## src/rtl/rme_pkg.sv

```systemverilog
package rme_pkg;

  // Fixed arithmetic layout
  localparam int unsigned TableLen = 24;
  localparam int unsigned PreShift = 24;
  localparam int unsigned RootPrec = 30;
  localparam int unsigned RootSteps = 32;
  localparam int unsigned RemW = 61;
  localparam int unsigned ResW = 63;
  localparam int unsigned CordW = 60;
  localparam int unsigned ZW = 34;

  localparam logic [31:0] BamToRadK = 32'd3373259426;
  localparam logic [63:0] RoundHalf = 64'd1 << 47;
  localparam logic [15:0] RadPiQ13 = 16'd25736;
  localparam logic [15:0] RadHalfPiQ13 = 16'd12868;
  localparam logic signed [ZW-1:0] BamQuarter = ZW'(64'sd1073741824);

  // atan(2^-i) as binary angle, 2^32 is one turn
  localparam logic [31:0] AtanBam [TableLen] = '{
    32'd536870912, 32'd316933406, 32'd167458907, 32'd85004756, 32'd42667331,
    32'd21354465, 32'd10679838, 32'd5340245, 32'd2670163, 32'd1335087,
    32'd667544, 32'd333772, 32'd166886, 32'd83443, 32'd41722, 32'd20861,
    32'd10430, 32'd5215, 32'd2608, 32'd1304, 32'd652, 32'd326, 32'd163, 32'd81
  };

  typedef enum logic [1:0] {
    LockNone = 2'd0,
    LockUp   = 2'd1,
    LockDown = 2'd2
  } lock_e;

  // Operands that ride alongside the square root
  typedef struct packed {
    lock_e              lock;
    logic signed [31:0] s;
    logic signed [16:0] roll_y;
    logic signed [16:0] roll_x;
    logic signed [15:0] yaw_y;
    logic signed [15:0] yaw_x;
  } side_t;

  typedef struct packed {
    logic signed [CordW-1:0] x;
    logic signed [CordW-1:0] y;
    logic signed [ZW-1:0]    z;
    logic                    zero;
  } cord_t;

  typedef struct packed {
    cord_t pitch;
    cord_t roll;
    cord_t yaw;
    lock_e lock;
  } cstage_t;

  // Preshift and fold the left half plane onto the right
  function automatic cord_t cordic_prep(logic signed [CordW-1:0] y0,
                                        logic signed [CordW-1:0] x0);
    cord_t c;
    logic signed [CordW-1:0] xs;
    logic signed [CordW-1:0] ys;
    xs = x0 <<< PreShift;
    ys = y0 <<< PreShift;
    c.zero = (x0 == '0) && (y0 == '0);
    c.x = xs;
    c.y = ys;
    c.z = '0;
    if (xs < 0) begin
      if (ys >= 0) begin
        c.x = ys;
        c.y = -xs;
        c.z = BamQuarter;
      end else begin
        c.x = -ys;
        c.y = xs;
        c.z = -BamQuarter;
      end
    end
    return c;
  endfunction

  // One vectoring micro-rotation
  function automatic cord_t cordic_rot(cord_t c, int unsigned step);
    cord_t r;
    logic signed [CordW-1:0] dx;
    logic signed [CordW-1:0] dy;
    logic signed [ZW-1:0]    a;
    dx = c.y >>> step;
    dy = c.x >>> step;
    a = signed'(ZW'(AtanBam[step]));
    r = c;
    if (c.y >= 0) begin
      r.x = c.x + dx;
      r.y = c.y - dy;
      r.z = c.z + a;
    end else begin
      r.x = c.x - dx;
      r.y = c.y + dy;
      r.z = c.z - a;
    end
    return r;
  endfunction

endpackage

```

## src/rtl/rme_sqrt_cell.sv

```systemverilog
module rme_sqrt_cell import rme_pkg::*; #(
  parameter int unsigned Step = 0
) (
  input  logic            clk_i,
  input  logic            en_i,
  input  logic [RemW-1:0] rem_i,
  input  logic [ResW-1:0] res_i,
  input  side_t           side_i,
  output logic [RemW-1:0] rem_o,
  output logic [ResW-1:0] res_o,
  output side_t           side_o
);

  localparam logic [63:0] Bit = 64'd1 << (62 - 2 * Step);

  logic [63:0]     trial;
  logic [RemW-1:0] rem_d;
  logic [ResW-1:0] res_d;

  // Try one result bit pair, keep it if the remainder allows
  always_comb begin
    trial = {1'b0, res_i} + Bit;
    if ({3'b0, rem_i} >= trial) begin
      rem_d = RemW'({3'b0, rem_i} - trial);
      res_d = ResW'({2'b0, res_i[ResW-1:1]} + Bit);
    end else begin
      rem_d = rem_i;
      res_d = {1'b0, res_i[ResW-1:1]};
    end
  end

  // Hand to the next cell
  always_ff @(posedge clk_i) begin
    if (en_i) begin
      rem_o  <= rem_d;
      res_o  <= res_d;
      side_o <= side_i;
    end
  end

endmodule

```

## config.mk

```make
export PLATFORM = sky130hd
export DESIGN_NAME = rme_sqrt_cell
export DESIGN_NICKNAME = d
export VERILOG_FILES = /design/src/rtl/rme_pkg.sv /design/src/rtl/rme_sqrt_cell.sv
export SDC_FILE = /design/constraint.sdc
export NUM_CORES = 1
export LEC_CHECK = 0
export ABC_AREA = 0
export BUFFER_PORTS_ARGS = -buffer_cell sky130_fd_sc_hd__buf_2
export CAP_MARGIN = 20
export CORE_AREA = 2 2 172 174
export DETAILED_ROUTE_END_ITERATION = 8
export DIE_AREA = 0 0 174 176
export GPL_ROUTABILITY_DRIVEN = 0
export PLACE_DENSITY_LB_ADDON = 0.15
export RECOVER_POWER = 50
export SETUP_SLACK_MARGIN = 0.2
export SYNTH_ARGS = -nofsm -noshare
export SYNTH_HDL_FRONTEND = slang
export SYNTH_SLANG_ARGS = --single-unit
```

## constraint.sdc

```tcl
create_clock -name clk_i -period 0.8 [get_ports clk_i]
set_clock_uncertainty 0.05 [all_clocks]
set_input_delay 0.08 -clock clk_i [delete_from_list [all_inputs] [get_ports clk_i]]
set_output_delay 0.08 -clock clk_i [all_outputs]
set_load 0.005 [all_outputs]
```

==> results by group <==
Critical path
  • CP top delay family: flip-flops
  • Critical Path End Type: primary output
  • CP arrival: roughly 1100 ps
  • CP max stage delay: 400 ps
  • CP startpoint kind: flip-flop
  • Crit path kind: reg -> out
  • Worst path bufs/invs: 1
  • WP data required: 670 ps
  • Worst-path fanout max: 1
  • Critical path, cell by cell: buf_2
  • Cell at the slowest stage of the critical path: edfxtp_1

Flow run
  • MaxCap Viol Count: 0

CTS
  • CTS root buffer: clkbuf_16
  • CTS tree: yes
  • Clock Sinks: around 220
  • Total setup buffers inserted after CTS: 0
  • Cts hold-fix bufs: 223
  • Clock-pin slew of the registers on the worst-case setup and hold paths: 50 ps
  • Total CTS buffers: 26
  • Htree depth: 1
  • Longest Clk Path Bufs: 3

Drt
  • Via density: 3.76
  • DRC: 0
  • Drt wl/cell: 15.9 um
  • Initial DRC count: approximately 180
  • Total number of vias: 5,038
  • Routed wire length: 21.3 mm
  • Post-route ant nets: 0
  • DR pass1 iterations: 4

Die
  • Rows: 62
  • Core area: 0.0285 mm^2
  • IO Pins: 450
  • Initial core utilization: 0.235
  • Die area: just over 0.03 mm^2
  • Die width: 174 um
  • Die Span Y: approximately 180 um

Logic synthesis
  • Yosys warns: 0
  • Net count after synthesis: 451
  • Mapped Cells: 225
  • Distinct cells, synth: 3
  • Syn Std Cell Area: between 0.006 and 0.007 mm^2
  • Post-synthesis sequential area ratio: 0.998
  • Mapped Avg Cell Area: 29.8 um^2
  • Yosys reg bits: 223

Run status
  • Failing checks: setup timing
  • Status: finished, violations left

Timing
  • Final min period: approximately 1200 ps
  • Final period util: 1.51
  • Endpoints failing hold: 0
  • Final Slew Violations: 0
  • Worst slew margin: 0.518
  • RSZ-0062 raised after global routing: true
  • Fmax: around 830 MHz
  • Setup TNS: -100,770 ps
  • Final setup viols: roughly 430
  • Worst slew pin tran: 723 ps
  • Final worst slack: -406 ps

Finish
  • Final instance area: between 0.01 and 0.015 mm^2
  • Most frequent cells in the layout: buf_2 (445), dlygate4sd3_1 (223), edfxtp_1 (223), clkbuf_16 (26)
  • Layout Nets: between 1,000 and 1,500
  • Commonest non-fill, non-tap cell in the layout: buf_2
  • Layout area overhead: 88.7%
  • Share of post-route cells with drive strength above 1: 0.515

Worst hold path
  • Hold/Removal Path Class: in -> reg

GRT
  • First-pass GRT wire length: 30.8 mm
  • Number of global-route vias before repair: 5,527
  • Initial antenna violation count: 1
  • Total grt overflow: 0
  • Largest net degree at the start of global routing: just over 60
  • Total GRT Usage: 0.131

Placed design
  • Dpl cell area: 0.00960 mm^2
  • Port Buffer Count: approximately 450
  • Half-perimeter wire length after placement: 15.1 mm
  • Setup WS pre-CTS: -159 ps

Pwr
  • Maximum vdd drop: 1.47 mV
  • Pleak: 5.37 nW
  • Power Density: 2260 mW/mm^2
worst paths after layout:
kind,slack [ps],end,cells after the start,startpoint
hold / removal,90,side_o[19]$_DFFE_PP_,1,en_i
setup / recovery,-410,rem_o[17],1,rem_o[17]$_DFFE_PP_
stage by stage:
stage	util	instances	hold slack [ps]	power (W)
after floorplan	-	225	129	0.0145
after global placement	0.336	1069	206	0.0164
after detailed placement	0.336	1069	208	0.0164
after CTS	0.444	1338	-251	0.0291
after global routing	0.443	1339	68.3	0.0298
final	0.443	1339	90.3	0.0286
Yosys cell counts, drive strengths merged:
master	n	share of area
edfxtp	223	1.0
buf	1	0.0011
conb	1	0.00056
final cells by class:
cell class / instances / area (um^2)
Fill cell: 2615 / 15900
Sequential cell: 223 / 6700
Timing Repair Buffer: 684 / 4630
Clock buffer: 32 / 673
Tap cell: 384 / 480
Clock inverter: 14 / 170
Multi-Input combinational cell: 1 / 3.75
Antenna cell: 1 / 2.50
cell families after synthesis:
group | Yosys count | share of synthesized area
other | 1 | 0.000559
DFF | 223 | 0.998
buffers and inverters | 1 | 0.00112
power by group:
part	internal, W	switching (W)
sequential	0.0139	0.000227
clock	0.00720	0.00443
combinational	0.00172	0.00113
total	0.0228	0.00580
repair_timing:
action                                  4_1_cts  5_1_grt
resized for setup                             0        2
endpoints found under the setup margin      223      223
endpoints found under the hold margin       242        4
gates cloned                                  0        0
flip-flops by register name (all words and copies together) (netlist names):
register	flops
side_o	100
res_o	62
rem_o	61
per-layer routing:
metal | GRT usage | wire, um | part of all wire | up-vias
met2 | 0.248 | 11500 | 0.54 | 276
met1 | 0.132 | 7260 | 0.34 | 2368
met3 | 0.0431 | 1810 | 0.085 | 47
met5 | 0 | 0 | 0 | -
met4 | 0.0497 | 774 | 0.036 | 0
li1 | - | - | - | 2347
Power figures use the tool's default switching activity.
