<file path="config.mk">
export PLATFORM = sky130hd
export DESIGN_NAME = rme_rad_conv
export DESIGN_NICKNAME = d
export VERILOG_FILES = /design/src/rtl/rme_pkg.sv /design/src/rtl/rme_rad_conv.sv
export SDC_FILE = /design/constraint.sdc
export NUM_CORES = 1
export LEC_CHECK = 0
export ABC_CLOCK_PERIOD_IN_PS = 12200
export BUFFER_PORTS_ARGS = -buffer_cell sky130_fd_sc_hd__buf_2
export CAP_MARGIN = 15
export CORE_MARGIN = 2
export CORE_UTILIZATION = 65
export CTS_BUF_LIST = sky130_fd_sc_hd__clkbuf_2
export CTS_CLUSTER_SIZE = 14
export DETAILED_ROUTE_END_ITERATION = 8
export GPL_ROUTABILITY_DRIVEN = 0
export PLACE_DENSITY = 0.83
export SYNTH_ARGS = -nofsm -noshare
export SYNTH_HDL_FRONTEND = slang
export SYNTH_SLANG_ARGS = --single-unit
</file>
<file path="constraint.sdc">
create_clock -name clk_i -period 12.2 [get_ports clk_i]
set_clock_uncertainty 0.1 [all_clocks]
set_input_delay 1.83 -clock clk_i [delete_from_list [all_inputs] [get_ports clk_i]]
set_output_delay 1.83 -clock clk_i [all_outputs]
set_load 0.02 [all_outputs]
</file>
<file path="src/rtl/rme_pkg.sv">
package rme_pkg;

  // Fixed arithmetic layout
  localparam int unsigned TableLen = 24;
  localparam int unsigned PreShift = 24;
  localparam int unsigned RootPrec = 30;
  localparam int unsigned RootSteps = 32;
  localparam int unsigned RemW = 61;
  localparam int unsigned ResW = 63;
  localparam int unsigned CordW = 60;
  localparam int unsigned ZW = 34;

  localparam logic [31:0] BamToRadK = 32'd3373259426;
  localparam logic [63:0] RoundHalf = 64'd1 << 47;
  localparam logic [15:0] RadPiQ13 = 16'd25736;
  localparam logic [15:0] RadHalfPiQ13 = 16'd12868;
  localparam logic signed [ZW-1:0] BamQuarter = ZW'(64'sd1073741824);

  // atan(2^-i) as binary angle, 2^32 is one turn
  localparam logic [31:0] AtanBam [TableLen] = '{
    32'd536870912, 32'd316933406, 32'd167458907, 32'd85004756, 32'd42667331,
    32'd21354465, 32'd10679838, 32'd5340245, 32'd2670163, 32'd1335087,
    32'd667544, 32'd333772, 32'd166886, 32'd83443, 32'd41722, 32'd20861,
    32'd10430, 32'd5215, 32'd2608, 32'd1304, 32'd652, 32'd326, 32'd163, 32'd81
  };

  typedef enum logic [1:0] {
    LockNone = 2'd0,
    LockUp   = 2'd1,
    LockDown = 2'd2
  } lock_e;

  // Operands that ride alongside the square root
  typedef struct packed {
    lock_e              lock;
    logic signed [31:0] s;
    logic signed [16:0] roll_y;
    logic signed [16:0] roll_x;
    logic signed [15:0] yaw_y;
    logic signed [15:0] yaw_x;
  } side_t;

  typedef struct packed {
    logic signed [CordW-1:0] x;
    logic signed [CordW-1:0] y;
    logic signed [ZW-1:0]    z;
    logic                    zero;
  } cord_t;

  typedef struct packed {
    cord_t pitch;
    cord_t roll;
    cord_t yaw;
    lock_e lock;
  } cstage_t;

  // Preshift and fold the left half plane onto the right
  function automatic cord_t cordic_prep(logic signed [CordW-1:0] y0,
                                        logic signed [CordW-1:0] x0);
    cord_t c;
    logic signed [CordW-1:0] xs;
    logic signed [CordW-1:0] ys;
    xs = x0 <<< PreShift;
    ys = y0 <<< PreShift;
    c.zero = (x0 == '0) && (y0 == '0);
    c.x = xs;
    c.y = ys;
    c.z = '0;
    if (xs < 0) begin
      if (ys >= 0) begin
        c.x = ys;
        c.y = -xs;
        c.z = BamQuarter;
      end else begin
        c.x = -ys;
        c.y = xs;
        c.z = -BamQuarter;
      end
    end
    return c;
  endfunction

  // One vectoring micro-rotation
  function automatic cord_t cordic_rot(cord_t c, int unsigned step);
    cord_t r;
    logic signed [CordW-1:0] dx;
    logic signed [CordW-1:0] dy;
    logic signed [ZW-1:0]    a;
    dx = c.y >>> step;
    dy = c.x >>> step;
    a = signed'(ZW'(AtanBam[step]));
    r = c;
    if (c.y >= 0) begin
      r.x = c.x + dx;
      r.y = c.y - dy;
      r.z = c.z + a;
    end else begin
      r.x = c.x - dx;
      r.y = c.y + dy;
      r.z = c.z - a;
    end
    return r;
  endfunction

endpackage

</file>
<file path="src/rtl/rme_rad_conv.sv">
module rme_rad_conv import rme_pkg::*; #(
  parameter logic [15:0] Limit = 16'd25736
) (
  input  logic                 clk_i,
  input  logic                 en_i,
  input  logic signed [ZW-1:0] z_i,
  input  logic                 zero_i,
  output logic                 neg_o,
  output logic [15:0]          mag_o
);

  logic signed [ZW-1:0] z;
  logic [31:0]          mag;
  logic [63:0]          prod_q;
  logic                 neg_q;
  logic [63:0]          rounded;
  logic [15:0]          q;

  // Take the magnitude of the binary angle
  always_comb begin
    z   = zero_i ? '0 : z_i;
    mag = z[ZW-1] ? 32'(-z) : 32'(z);
  end

  // Scale to radians
  always_ff @(posedge clk_i) begin
    if (en_i) begin
      prod_q <= 64'(mag) * 64'(BamToRadK);
      neg_q  <= z[ZW-1];
    end
  end

  // Round half away from zero and clip
  always_comb begin
    rounded = prod_q + RoundHalf;
    q       = rounded[63:48];
    mag_o   = (q > Limit) ? Limit : q;
    neg_o   = neg_q;
  end

endmodule

</file>
==> impl_metrics.py <==
metrics = {
    "synthesis": {
        "synth_top_flop_cell": "edfxtp_1",
        "synth.distinct_cells": 74,
        "synth.top_cell.area_share_pct": 32.7,
        "syn_avg_cell_area_um2": 9.39,
        "synth-edff-count": 18,
        "ys_seq_area_share_pct": 3.04,
        "ys_warn_count": 0,
        "synth_top_area_cell": "fa_1",
        "syn-cell-area_mm2": 0.0178,
        "async_reset_ff_share_pct": 0,
        "ys_top_cells_by_area": "fa_1 33%, ha_1 28%, inv_1 9.2%",
        "synth.most_common_cell": "inv_1",
        "yosys-top-cells-count": "438 x inv_1, 396 x ha_1, 291 x fa_1, 98 x nor2_1, 81 x a21o_1",
        "ys_seq_elements": 18,
        "syn-num-nets": 2621,
        "synth_cells": 1897,
    },
    "layout": {
        "seqCellArea_um2": 541,
        "fill_cells": 1936,
        "layout-drive-gt1-share_pct": 5.26,
        "multi_input_comb_area_mm2": 0.0155,
        "nNetsFinal": 2665,
        "fin_area_mm2": 0.0185,
        "antenna_cells": 0,
        "syn2layout_area_growth_pct": 3.97,
    },
    "clock_tree": {
        "post_cts_resized": 0,
        "htreeDepth": 1,
        "clockBufferDepth": 2,
        "clock_sinks": 18,
        "numCtsBuffers": 3,
        "cts.clk_slew.worst_paths_ns": 0.16,
        "clockRootBuffer": "clkbuf_2",
        "cts_tree": "built",
        "hold_buffers": 0,
        "post-cts-setup-buffers": 0,
    },
    "timing": {
        "fmax_mhz": 89.9,
        "timing.final.crit_share_pct": 91.2,
        "setup_viol": 0,
        "hold_violations": 0,
        "finalSetupTns_ns": 0,
        "worst_slack_ns": 1.07,
        "slew_headroom_pct": 27.3,
        "maxSlewViolCount": 0,
        "period_minus_slack_ns": 11.13,
        "rsz0062_at_grt": "no",
        "tightestPinTransition_ns": 1.09,
    },
    "floorplan": {
        "rows": 60,
        "die_h_um": 170,
        "initial_core_util_pct": 66.1,
        "core-area_mm2": 0.0270,
        "num_io_pins": 54,
        "die_x_um": 170,
        "dieArea_mm2": 0.0287,
    },
    "routing": {
        "wire_per_inst_um": 19.8,
        "vias": 13800,
        "via_per_inst": 6.07,
        "first_pass_iters": 6,
        "drcViolationCount": 0,
        "routed_wl_um": 45300,
        "drt-initial-drc-count": 1211,
        "ant_nets": 0,
    },
    "hold_path": {
        "hold_path.class": "in -> reg",
    },
    "global_routing": {
        "grt_max_degree": 45,
        "grt.total_usage_pct": 32.4,
        "grt_antenna_before_repair": 0,
        "grt_remaining_overflow": 0,
        "grt_pass1_vias": 14300,
        "grt_pass1_wl_um": 72900,
    },
    "worst_setup_path": {
        "cp_slowest_stage_delay_ns": 0.69,
        "crit_top_cell": "fa_1",
        "cp_max_fo": 44,
        "worstPathRequired_ns": 12.14,
        "cp-end-kind": "flop",
        "critical_path_arrival_ns": 11.06,
        "critPathLaunchType": "input port",
        "crit_type": "in -> reg",
        "cpMaxStageDelayCell": "fa_1",
    },
    "placed_design": {
        "place_area_mm2": 0.0185,
        "portBuffers": 51,
        "dp_hpwl_um": 40400,
        "pre_cts_slack_ns": 1.01,
    },
    "flow_run": {
        "maxCapViolations": 0,
    },
    "outcome": {
        "status": "finished clean",
    },
}
-- cell families (layout without fill, tap and decap cells) --
logic type | count (synthesis) | count (layout) | share of synthesized area [%]
simple gates | 279 | 279 | 7.55
compound gates | 280 | 280 | 10.6
other cells | 1 | 1 | 0.0211
mux | 8 | 8 | 0.478
buf+inv | 475 | 518 | 10.1
flops | 18 | 18 | 3.04
fa+ha+maj | 691 | 691 | 60.8
xor+xnor | 145 | 145 | 7.44
-- flip-flops by register name, indices dropped and copies added (netlist names) --
signal / cells
neg_o: 1
prod_q: 17
-- area by class of cell --
type | count | share of cell area, %
Multi-Input combinational cell | 1404 | 83.5
Inverter | 443 | 8.98
Sequential cell | 18 | 2.92
Tap cell | 341 | 2.30
Timing Repair Buffer | 71 | 2.19
Clock buffer | 3 | 0.0811
Clock inverter | 1 | 0.0203
-- worst max-delay path, delay by kind of cell --
kind | cells | cell delay, ns
AND/OR/NAND/NOR | 7 | 2.39
XOR/XNOR | 2 | 0.26
adder cells (fa/ha/maj) | 9 | 3.95
buffers and inverters | 6 | 1.17
AO/OA/AOI/OAI | 5 | 1.44
-- stage by stage --
step / hold slack, ns / utilization [%] / instances
final: 1.87 / 68.7 / 2281
after global routing: 1.84 / 68.7 / 2281
after CTS: 1.86 / 68.7 / 2281
after detailed placement: 2.18 / 68.6 / 2277
after global placement: 2.17 / 68.6 / 2277
after floorplan: 1.84 / - / 1897
-- cell usage in the layout, fill, tap and decap left out, types with 20 or more instances in the layout --
cell and n:
nand2_1 58, xor2_1 68, o21ai_0 39, nor2_1 98, inv_1 438, buf_4 20
ha_1 396, a21oi_1 70, buf_2 51, nor3_1 26, fa_1 291, xnor2_1 72
a21o_1 81
-- final timing paths --
kind                    from         end  depth (start not counted)
worst min-delay path    en_i  prod_q[59]                          1
worst max-delay path  zero_i  prod_q[53]                         29
-- metal layers --
layer	track usage, %	part of all wire [%]
met4	15.5	5.5
met1	42.9	40
met2	53.2	47
met3	4.13	7.9
met5	0	0
Power is left out: the tool's default activity adds up to more than one toggle a clock period on the data nets, which glitch-free logic cannot reach.
