## src/rtl/rme_pkg.sv

```systemverilog
package rme_pkg;

  // Fixed arithmetic layout
  localparam int unsigned TableLen = 24;
  localparam int unsigned PreShift = 24;
  localparam int unsigned RootPrec = 30;
  localparam int unsigned RootSteps = 32;
  localparam int unsigned RemW = 61;
  localparam int unsigned ResW = 63;
  localparam int unsigned CordW = 60;
  localparam int unsigned ZW = 34;

  localparam logic [31:0] BamToRadK = 32'd3373259426;
  localparam logic [63:0] RoundHalf = 64'd1 << 47;
  localparam logic [15:0] RadPiQ13 = 16'd25736;
  localparam logic [15:0] RadHalfPiQ13 = 16'd12868;
  localparam logic signed [ZW-1:0] BamQuarter = ZW'(64'sd1073741824);

  // atan(2^-i) as binary angle, 2^32 is one turn
  localparam logic [31:0] AtanBam [TableLen] = '{
    32'd536870912, 32'd316933406, 32'd167458907, 32'd85004756, 32'd42667331,
    32'd21354465, 32'd10679838, 32'd5340245, 32'd2670163, 32'd1335087,
    32'd667544, 32'd333772, 32'd166886, 32'd83443, 32'd41722, 32'd20861,
    32'd10430, 32'd5215, 32'd2608, 32'd1304, 32'd652, 32'd326, 32'd163, 32'd81
  };

  typedef enum logic [1:0] {
    LockNone = 2'd0,
    LockUp   = 2'd1,
    LockDown = 2'd2
  } lock_e;

  // Operands that ride alongside the square root
  typedef struct packed {
    lock_e              lock;
    logic signed [31:0] s;
    logic signed [16:0] roll_y;
    logic signed [16:0] roll_x;
    logic signed [15:0] yaw_y;
    logic signed [15:0] yaw_x;
  } side_t;

  typedef struct packed {
    logic signed [CordW-1:0] x;
    logic signed [CordW-1:0] y;
    logic signed [ZW-1:0]    z;
    logic                    zero;
  } cord_t;

  typedef struct packed {
    cord_t pitch;
    cord_t roll;
    cord_t yaw;
    lock_e lock;
  } cstage_t;

  // Preshift and fold the left half plane onto the right
  function automatic cord_t cordic_prep(logic signed [CordW-1:0] y0,
                                        logic signed [CordW-1:0] x0);
    cord_t c;
    logic signed [CordW-1:0] xs;
    logic signed [CordW-1:0] ys;
    xs = x0 <<< PreShift;
    ys = y0 <<< PreShift;
    c.zero = (x0 == '0) && (y0 == '0);
    c.x = xs;
    c.y = ys;
    c.z = '0;
    if (xs < 0) begin
      if (ys >= 0) begin
        c.x = ys;
        c.y = -xs;
        c.z = BamQuarter;
      end else begin
        c.x = -ys;
        c.y = xs;
        c.z = -BamQuarter;
      end
    end
    return c;
  endfunction

  // One vectoring micro-rotation
  function automatic cord_t cordic_rot(cord_t c, int unsigned step);
    cord_t r;
    logic signed [CordW-1:0] dx;
    logic signed [CordW-1:0] dy;
    logic signed [ZW-1:0]    a;
    dx = c.y >>> step;
    dy = c.x >>> step;
    a = signed'(ZW'(AtanBam[step]));
    r = c;
    if (c.y >= 0) begin
      r.x = c.x + dx;
      r.y = c.y - dy;
      r.z = c.z + a;
    end else begin
      r.x = c.x - dx;
      r.y = c.y + dy;
      r.z = c.z - a;
    end
    return r;
  endfunction

endpackage

```

## src/rtl/rme_cordic_cell.sv

```systemverilog
module rme_cordic_cell import rme_pkg::*; #(
  parameter int unsigned Step = 0
) (
  input  logic    clk_i,
  input  logic    en_i,
  input  cstage_t stage_i,
  output cstage_t stage_o
);

  cstage_t stage_d;

  // Rotate all three lanes by the same step
  always_comb begin
    stage_d       = stage_i;
    stage_d.pitch = cordic_rot(stage_i.pitch, Step);
    stage_d.roll  = cordic_rot(stage_i.roll, Step);
    stage_d.yaw   = cordic_rot(stage_i.yaw, Step);
  end

  always_ff @(posedge clk_i) begin
    if (en_i) begin
      stage_o <= stage_d;
    end
  end

endmodule

```

## config.mk

```make
export PLATFORM = sky130hd
export DESIGN_NAME = rme_cordic_cell
export DESIGN_NICKNAME = d
export VERILOG_FILES = /design/src/rtl/rme_pkg.sv /design/src/rtl/rme_cordic_cell.sv
export SDC_FILE = /design/constraint.sdc
export NUM_CORES = 2
export LEC_CHECK = 0
export BUFFER_PORTS_ARGS = -buffer_cell sky130_fd_sc_hd__clkbuf_2
export CAP_MARGIN = 20
export CORE_AREA = 2 2 365 367
export CTS_CLUSTER_DIAMETER = 60
export DETAILED_ROUTE_END_ITERATION = 8
export DIE_AREA = 0 0 367 369
export HOLD_SLACK_MARGIN = 0.15
export PLACE_DENSITY = 0.54
export REMOVE_ABC_BUFFERS = 1
export SYNTH_ARGS = -nofsm -noshare
export SYNTH_HDL_FRONTEND = slang
export SYNTH_SLANG_ARGS = --single-unit
```

## constraint.sdc

```tcl
create_clock -name clk_i -period 3.4 [get_ports clk_i]
set_clock_uncertainty 0.15 [all_clocks]
set_input_delay 0.34 -clock clk_i [delete_from_list [all_inputs] [get_ports clk_i]]
set_output_delay 0.34 -clock clk_i [all_outputs]
set_load 0.05 [all_outputs]
```

==> impl_metrics.tcl <==
set metrics [dict create \
    grt_max_degree 151 \
    pre_cts_ws_ns -0.903 \
    synthCells 5761 \
    critPathMaxFanout 2 \
    p_int_uw 17100 \
    nFillCells 12752 \
    ys.flop_type "edfxtp_1" \
    ys_warn_count 0 \
    period_share 0.989 \
    rsz0062_at_grt "true" \
    avgSynthCellArea_sq_um 8.27 \
    min_period_ns 3.36 \
    overflow 0 \
    drc 0 \
    vias 54759 \
    synth_edf_count 464 \
    drt_pass1_iterations 6 \
    ios 936 \
    ys_types 102 \
    largest-register "stage_o" \
    reg.largest.list "stage_o: 464 flops" \
    die_y_um 369 \
    wire_per_inst_um 23.0 \
    worst_hold_path_type "input port to register" \
    worst_path_most_repeated_cell "a21oi_2" \
    p_sw_frac 0.428 \
    hold_ws_ns 0.201 \
    p_leak_uw 0.0336 \
    cp_data_arrival_time_ns 3.60 \
    ys_seq_elements 464 \
    cts_tree "yes" \
    fin_util 0.540 \
    cp-start-kind "input port" \
    drtIter0Drc 4948 \
    htree_levels 3 \
    finalHoldViolations 0 \
    drive_above_1_share 0.349 \
    dp_hpwl_mm 196 \
    critPathKind "input port to register" \
    cp_slowest_stage_delay_ns 0.51 \
    grt_pass1_vias 53444 \
    nets 9334 \
    required_ns 3.64 \
    total_power_uw 29900 \
    largest_register_ffs 464 \
    grt.total_usage 0.329 \
    comb_power_share 0.501 \
    cts_buffers 67 \
    cts_sinks 464 \
    dieArea_sq_um 135000 \
    dpl_cell_area_sq_um 66000 \
    relSlewSlack 0.390 \
    ant_nets 0 \
    core_area_sq_um 131000 \
    area_delta_synth_final_pct 48.7 \
    p_seq_frac 0.264 \
    max_freq_ghz 0.298 \
    cts_root_buf "clkbuf_16" \
    fin_ws_ns 0.0390 \
    cp_slowest_cell "or4_4" \
    power_switching_uw 12800 \
    cts_buffer_depth 3 \
    viasPerCell 5.40 \
    grt_pass1_wl_mm 339 \
    row_count 133 \
    critPathBufInv 3 \
    p_per_area_nw_per_um2 423 \
    syn_area_sq_um 47600 \
    finalSetupViolations 0 \
    portBuffers 935 \
    end_kind "register" \
    die-width_um 367 \
    start_util 0.363 \
    power_frac_clock 0.235 \
    antenna_found_initial 38 \
    finalInstanceArea_sq_um 70800 \
    crit_chain "buf_12, inv_4, ha_4, or3_4, or4_4, a2111oi_4, o21a_1, a211oi_2, a21oi_2, a21oi_2, o211ai_1, buf_4, mux2i_1, o311ai_1, or3_1" \
    async_flop_share 0 \
    cpLargestDelayFamily "compound AO/OA/AOI/OAI gates" \
    ys_seq_area_frac 0.293 \
    globalplace.congestion 1.02 \
    cap_violations 0 \
    peakVddDrop_v 0.000420 \
    wl_mm 234 \
    path_clk_slew_ns 0.06 \
    worstMarginPinSlew_ns 0.915 \
    status "finished, final reports clean" \
    slew_violations 0 \
]
-- power by group through the flow --
stage | sequential [uW] | clock [uW] | combinational [uW]
after floorplan | 10900 | 0 | 4840
after global placement | 8010 | 0 | 14300
after detailed placement | 8010 | 0 | 14300
after CTS | 7910 | 7200 | 14600
after global routing | 7970 | 7370 | 15800
final | 7910 | 7020 | 15000
-- per-layer routing --
metal,vias to the layer above,wire length [um],global-route usage
met5,-,188,0
met4,28,12600,0.161
met3,433,17400,0.0552
met2,2335,108000,0.544
met1,26091,95600,0.416
li1,25872,-,-
-- metrics by stage --
stage          cells  setup TNS, ns
6_report       10142              0
3_5_place_dp    9842        -100.65
3_3_place_gp    9842         -97.74
2_1_floorplan   5499          -2.59
4_1_cts        10108              0
5_1_grt        10134         -0.203
-- worst paths after layout --
path | start | end | slack, ns | cells after the start
worst min-delay path | stage_i[426] | stage_o[366] | 0.20 | 4
worst max-delay path | stage_i[70] | stage_o[150] | 0.04 | 15
-- cells in the mapped netlist (all sizes together), types with 61 or more instances --
cell type  number  area (sq um)
a21o          119           893
a21oi         828          4150
buf            79           357
clkbuf        183           687
edfxtp        464         13900
ha            540          6760
inv           563          2110
mux2i         101          1010
nand2         326          1230
nand2b         69           432
nand4          99           619
nor2          502          1890
nor3          115           591
nor4           61           382
o21ai         397          1990
o21bai        168          1260
o31ai          76           586
xnor2         326          2860
-- cells in the final DEF, fill, tap and decap left out, types with 21 or more instances in the layout --
master	instances
buf_4	1654
clkbuf_2	927
a21oi_1	805
inv_1	533
ha_1	520
nor2_1	498
edfxtp_1	464
o21ai_0	327
nand2_1	323
xnor2_1	322
o21bai_1	166
dlygate4sd3_1	144
a21o_1	118
nor3_1	106
mux2i_1	101
nand4_1	99
clkbuf_16	71
nand2b_1	68
o31ai_1	64
o21ai_1	60
nand3_1	58
nor2b_1	56
o21a_1	55
nor4_1	52
a31oi_1	39
a211oi_1	36
o211ai_1	33
xor2_1	30
inv_2	28
a211o_1	26
clkinv_1	25
diode_2	24
a21oi_2	21
-- layout make-up --
class	count	area [sq um]	area share
clock buffer	84	1830	0.0258
sequential	464	13900	0.197
tap	1755	2200	0.0310
clock inverter	35	355	0.00502
inverter	580	2180	0.0308
timing repair buffer	2745	18900	0.266
antenna	24	60.1	0.000848
multi-input combinational	4455	31400	0.443
-- logic make-up (layout without fill, tap and decap cells) --
logic type                 count (synthesis)  count (layout)  synth area share
AOI/OAI and AO/OA                       2027            2027             0.265
xor gates and xnor gates                 356             356            0.0655
adders and majority gates                552             552             0.147
buffers and inverters                    842            3444            0.0676
DFF                                      464             464             0.293
muxes                                    103             103            0.0217
other                                      0              24                 0
and+or+nand+nor                         1417            1417             0.141
-- repair_timing --
action,4_1_cts,5_1_grt
pin swaps,9,53
hold buffers,144,0
resized for setup,20,176
setup endpoints to repair,30,119
endpoints found under the hold margin,147,0
buffers inserted,3,10
Note: power is estimated with default switching activity, not from simulation.
